<file path="src/hw/rtl/mmbga_pkg.sv">
// Package for the matmul backward gradient accumulator.
// Holds sizes, opcodes, register indexes, the configuration layout and the dimension clamp.
// No dependencies.
`default_nettype none
package mmbga_pkg;
	localparam int MaxDim = 16;
	localparam int FracBits = 16;
	localparam int IdxW = $clog2(MaxDim);
	localparam int AddrW = 2 * IdxW;
	localparam int Cells = MaxDim * MaxDim;
	localparam int DimW = 5;
	localparam int AccW = 52;

	typedef enum logic [2:0] {
		OP_LOAD_A  = 3'd0,
		OP_LOAD_B  = 3'd1,
		OP_LOAD_G  = 3'd2,
		OP_COMPUTE = 3'd3,
		OP_READ_GA = 3'd4,
		OP_READ_GB = 3'd5,
		OP_CLEAR   = 3'd6,
		OP_NONE    = 3'd7
	} opcode_t;

	typedef enum logic [2:0] {
		REG_SHAPE = 3'd0,
		REG_ROWS  = 3'd1,
		REG_INNER = 3'd2,
		REG_COLS  = 3'd3,
		REG_GA_EN = 3'd4,
		REG_GB_EN = 3'd5
	} reg_idx_t;

	typedef struct packed {
		logic [1:0]      shape;
		logic [IdxW:0]   m;
		logic [IdxW:0]   k;
		logic [IdxW:0]   n;
		logic            ga_en;
		logic            gb_en;
	} cfg_t;

	function automatic logic [IdxW:0] clamp_dim(input logic [DimW-1:0] d);
		logic [IdxW:0] r;
		if (d == '0) begin
			r = (IdxW+1)'(1);
		end else if (32'(d) > MaxDim) begin
			r = (IdxW+1)'(MaxDim);
		end else begin
			r = (IdxW+1)'(d);
		end
		return r;
	endfunction
endpackage
`default_nettype wire

</file>
<file path="src/hw/rtl/mmbga_mac.sv">
// Multiply stage: registered 32x32 product, floor-shifted, then accumulate.
// Depends on mmbga_pkg.
`default_nettype none
module mmbga_mac
	import mmbga_pkg::*;
(
	input  wire logic                     clk,
	input  wire logic                     arst_n,
	input  wire logic                     go,
	input  wire logic                     first,
	input  wire logic signed [31:0]       x,
	input  wire logic signed [31:0]       y,
	output logic                          done_s2,
	output logic signed [AccW-1:0]        acc_q
);
	logic signed [63:0] prod_s1;
	logic               go_s1, first_s1;
	logic signed [63:0] sh;

	assign sh = prod_s1 >>> FracBits;

	always_ff @(posedge clk or negedge arst_n) begin
		if (!arst_n) begin
			go_s1 <= 1'b0;
			done_s2 <= 1'b0;
		end else begin
			go_s1 <= go;
			done_s2 <= go_s1;
		end
	end

	always_ff @(posedge clk) begin
		prod_s1 <= 64'(x) * 64'(y);
		first_s1 <= first;
		if (go_s1) begin
			acc_q <= first_s1 ? AccW'(sh) : acc_q + AccW'(sh);
		end
	end
endmodule
`default_nettype wire

</file>
<file path="config.mk">
export PLATFORM = sky130hd
export DESIGN_NAME = mmbga_mac
export DESIGN_NICKNAME = d
export VERILOG_FILES = /design/src/hw/rtl/mmbga_pkg.sv /design/src/hw/rtl/mmbga_mac.sv
export SDC_FILE = /design/constraint.sdc
export NUM_CORES = 2
export LEC_CHECK = 0
export ABC_AREA = 1
export BUFFER_PORTS_ARGS = -buffer_cell sky130_fd_sc_hd__buf_2
export CELL_PAD_IN_SITES_DETAIL_PLACEMENT = 1
export CELL_PAD_IN_SITES_GLOBAL_PLACEMENT = 2
export CORE_MARGIN = 1
export CORE_UTILIZATION = 40
export DETAILED_ROUTE_END_ITERATION = 8
export PLACE_DENSITY = 0.82
export REMOVE_ABC_BUFFERS = 1
export SYNTH_ARGS = -nofsm -noshare
export SYNTH_HDL_FRONTEND = slang
export SYNTH_SLANG_ARGS = --single-unit
</file>
<file path="constraint.sdc">
create_clock -name clk -period 2.88 [get_ports clk]
set_clock_uncertainty 0.1 [all_clocks]
set_input_delay 0.144 -clock clk [delete_from_list [all_inputs] [get_ports clk]]
set_output_delay 0.144 -clock clk [all_outputs]
set_load 0.05 [all_outputs]
</file>
==> metrics.md <==
| Metric | Value |
|---|---|
| Starting DRT DRC Count | 1966 |
| CP endpoint kind | flop |
| First drt pass iteration count | 7 |
| IO Pins | roughly 120 |
| Die extent in y | 339.3 µm |
| Final worst path period share | 224.7% |
| CP Max Fanout | 14 |
| CP peak stage delay | about 630 ps |
| Status | finished with violations |
| Syn avg cell area | ~7.6 µm² |
| Mapped Cells | 6009 |
| Total GRT Usage | ~30% |
| Post-synth ARST share | 1.942% |
| PortBufs | 120 |
| DP HPWL | 142400 µm |
| Clk root buf | clkbuf_16 |
| Vias in the first global route | ~45000 |
| Seq cells post-synth | around 100 |
| CTS Buffer Depth | 2 |
| Vias | 39880 |
| Routed length per placed instance | between 20 and 25 µm |
| Most frequent cells after synthesis | nand2_1, inv_1, fa_1 |
| Dpl cells | between 7000 and 8000 |
| Failing checks | negative setup slack |
| Area of the multi-input gates | around 39000 µm² |
| Post-synthesis cell type count | between 40 and 50 |
| Final WL | 172500 µm |
| Core area | ~110000 µm² |
| Top post-synthesis cells by area | fa_1, nand2_1, inv_1, ha_1, edfxtp_1 |
| Final setup fails | 48 |
| Initial antenna violation count | 3 |
| Setup CP Type | in -> reg |
| Max-slew violation count | 0 |
| Max_slew headroom | a little under two fifths |
| Max-Cap Viols | 0 |
| Utilization after layout | between 50% and 60% |
| Max Clock Freq | 154.5 MHz |
| GR Overflow Total | 0 |
| Initial Util | between 40% and 50% |
| Largest net degree at the start of global routing | 53 |
| Clock insertion delay at the later pin of the skew report | 380 ps |
| Reg area | around 2600 µm² |
| Worst Path Required | between 3000 and 4000 ps |
| Layout area overhead | 25.86% |
| Post-place setup slack | -4458 ps |
| Die W | 339.3 µm |
| Die footprint | 115100 µm² |
| First-pass GRT wire length | roughly 260000 µm |
| R2R Setup Slk | roughly 150 ps |
| Area leader, netlist | fa_1 |
| Worst path most repeated cell | fa_1 |
| Family with the most delay on the worst path | adder cells |
| Final Net Count | around 8000 |
| Crit path time final | approximately 6500 ps |
| Post-synth top area share | 47.60% |
| Worst path slowest cell | fa_1 |
| H-tree depth | 3 |
| Fillers | approximately 14000 |
| Worst setup SP type | input port |
| Avg Vias per Cell | approximately 5 |
| Most common cell in the netlist | nand2_1 |
| RSZ-0062 raised after global routing | yes |
| RePlAce Congestion | 0.9686 |
| Critical Path AT | 6660 ps |
| Mapped cell area | approximately 46000 µm² |
| Finished Layout Cells | just over 8000 |
| CP Buf/Inv Count | 10 |
| Final Hold Fails | 0 |
| Final worst slack | -3592 ps |
| Slew at the pin closest to its max-slew limit | about 930 ps |
| Clock buffer count from CTS | 9 |
| Share of cells above drive strength 1 | between 20% and 30% |
| Clock transition at path regs | 80 ps |
| Main synth FF type | edfxtp_1 |
| Number of flops mapped to enable cells by yosys | between 50 and 60 |
| Hold Path Class | in -> reg |
| ANT nets after route | 0 |
| Rows | 123 |
| TritonCTS clock tree | yes |
| Yosys warns | 0 |
| # DRC | 0 |
| Sequential area share after synthesis | around 5.7% |
| Num Clock Sinks | approximately 100 |
[flip-flops by register name (all words and copies together), names as in the netlist]
register,cells
acc_q,52
first_s1,1
go_s1,1
done_s2,1
prod_s1,48
[cells in the final DEF, fill, tap and decap left out, drive strengths merged, types with 32 or more instances in the layout]
cell type  instances
nand2           1799
o21ai             77
nand3            139
xor2              34
a21oi            139
nor2             274
buf              760
edfxtp            52
dfxtp             49
fa              1082
ha               231
inv             1784
nand4             32
[metrics by stage]
step	hold WS, ps	cell area [µm²]	TNS, ps
3_5_place_dp	-169.1	52200	-198420
3_3_place_gp	-171.8	52200	-193740
2_1_floorplan	-251.6	44740	-147810
6_report	298.5	57270	-160110
5_1_grt	286.6	57270	-168410
4_1_cts	295.7	55110	-158430
[routing by layer]
layer	vias to the layer above	part of all wire (%)	GRT usage (%)
met1	20750	43	39.08
met5	-	0	0
met3	247	3.3	1.591
met4	0	3.4	6.419
met2	789	50	52.28
li1	18090	-	-
[worst register-to-register path, stage by stage, from the launching register on]
cell and delay (ps):
edfxtp_1 460, ha_1 420, nand2_1 180, nor2_1 290, nand2_1 120, nor3_1 210, nand3_1 200, nand3_1 130
nand2_1 50, nand3_1 190, nand2_1 110
[kinds of logic after synthesis]
kind of cell | count (synthesis) | synth area share, %
xor gates and xnor gates | 40 | 0.7699
buffers and inverters | 1983 | 16.36
and+or+nand+nor | 2317 | 20.21
DFF | 103 | 5.697
adders and majority gates | 1313 | 53.95
AOI/OAI and AO/OA | 253 | 3.008
[path summary, 6_finish.rpt]
kind,startpoint,to,cells past startpoint
min in group asynchronous,arst_n,go_s1$_DFF_PN0_,3
setup reg to reg,acc_q[23]$_DFFE_PP_,acc_q[39]$_DFFE_PP_,10
hold / removal,go,go_s1$_DFF_PN0_,2
hold reg to reg,prod_s1[40]$_DFF_P_,acc_q[24]$_DFFE_PP_,2
max in group asynchronous,arst_n,go_s1$_DFF_PN0_,3
setup / recovery,x[31],prod_s1[62]$_DFF_P_,28
[final cells by class]
type / count / area share, %
multi-input combinational: 3923 / 67.39
timing repair buffer: 774 / 12.58
inverter: 1780 / 11.71
sequential: 103 / 4.531
tap: 1500 / 3.277
clock buffer: 9 / 0.3933
clock inverter: 7 / 0.1092
antenna: 1 / 0.004370
[repair_timing]
| item | in CTS | in global routing |
|---|---|---|
| gates cloned | 5 | 10 |
| setup buffers | 37 | 45 |
| gates resized for setup | 586 | 436 |
| endpoints found under the hold margin | 4 | 0 |
| pin swaps | 208 | 269 |
| setup endpoints to repair | 48 | 49 |
| hold buffers | 4 | 0 |
Power is not shown: default switching activity piles up to over one toggle a cycle in this logic, so the estimate is an artifact.
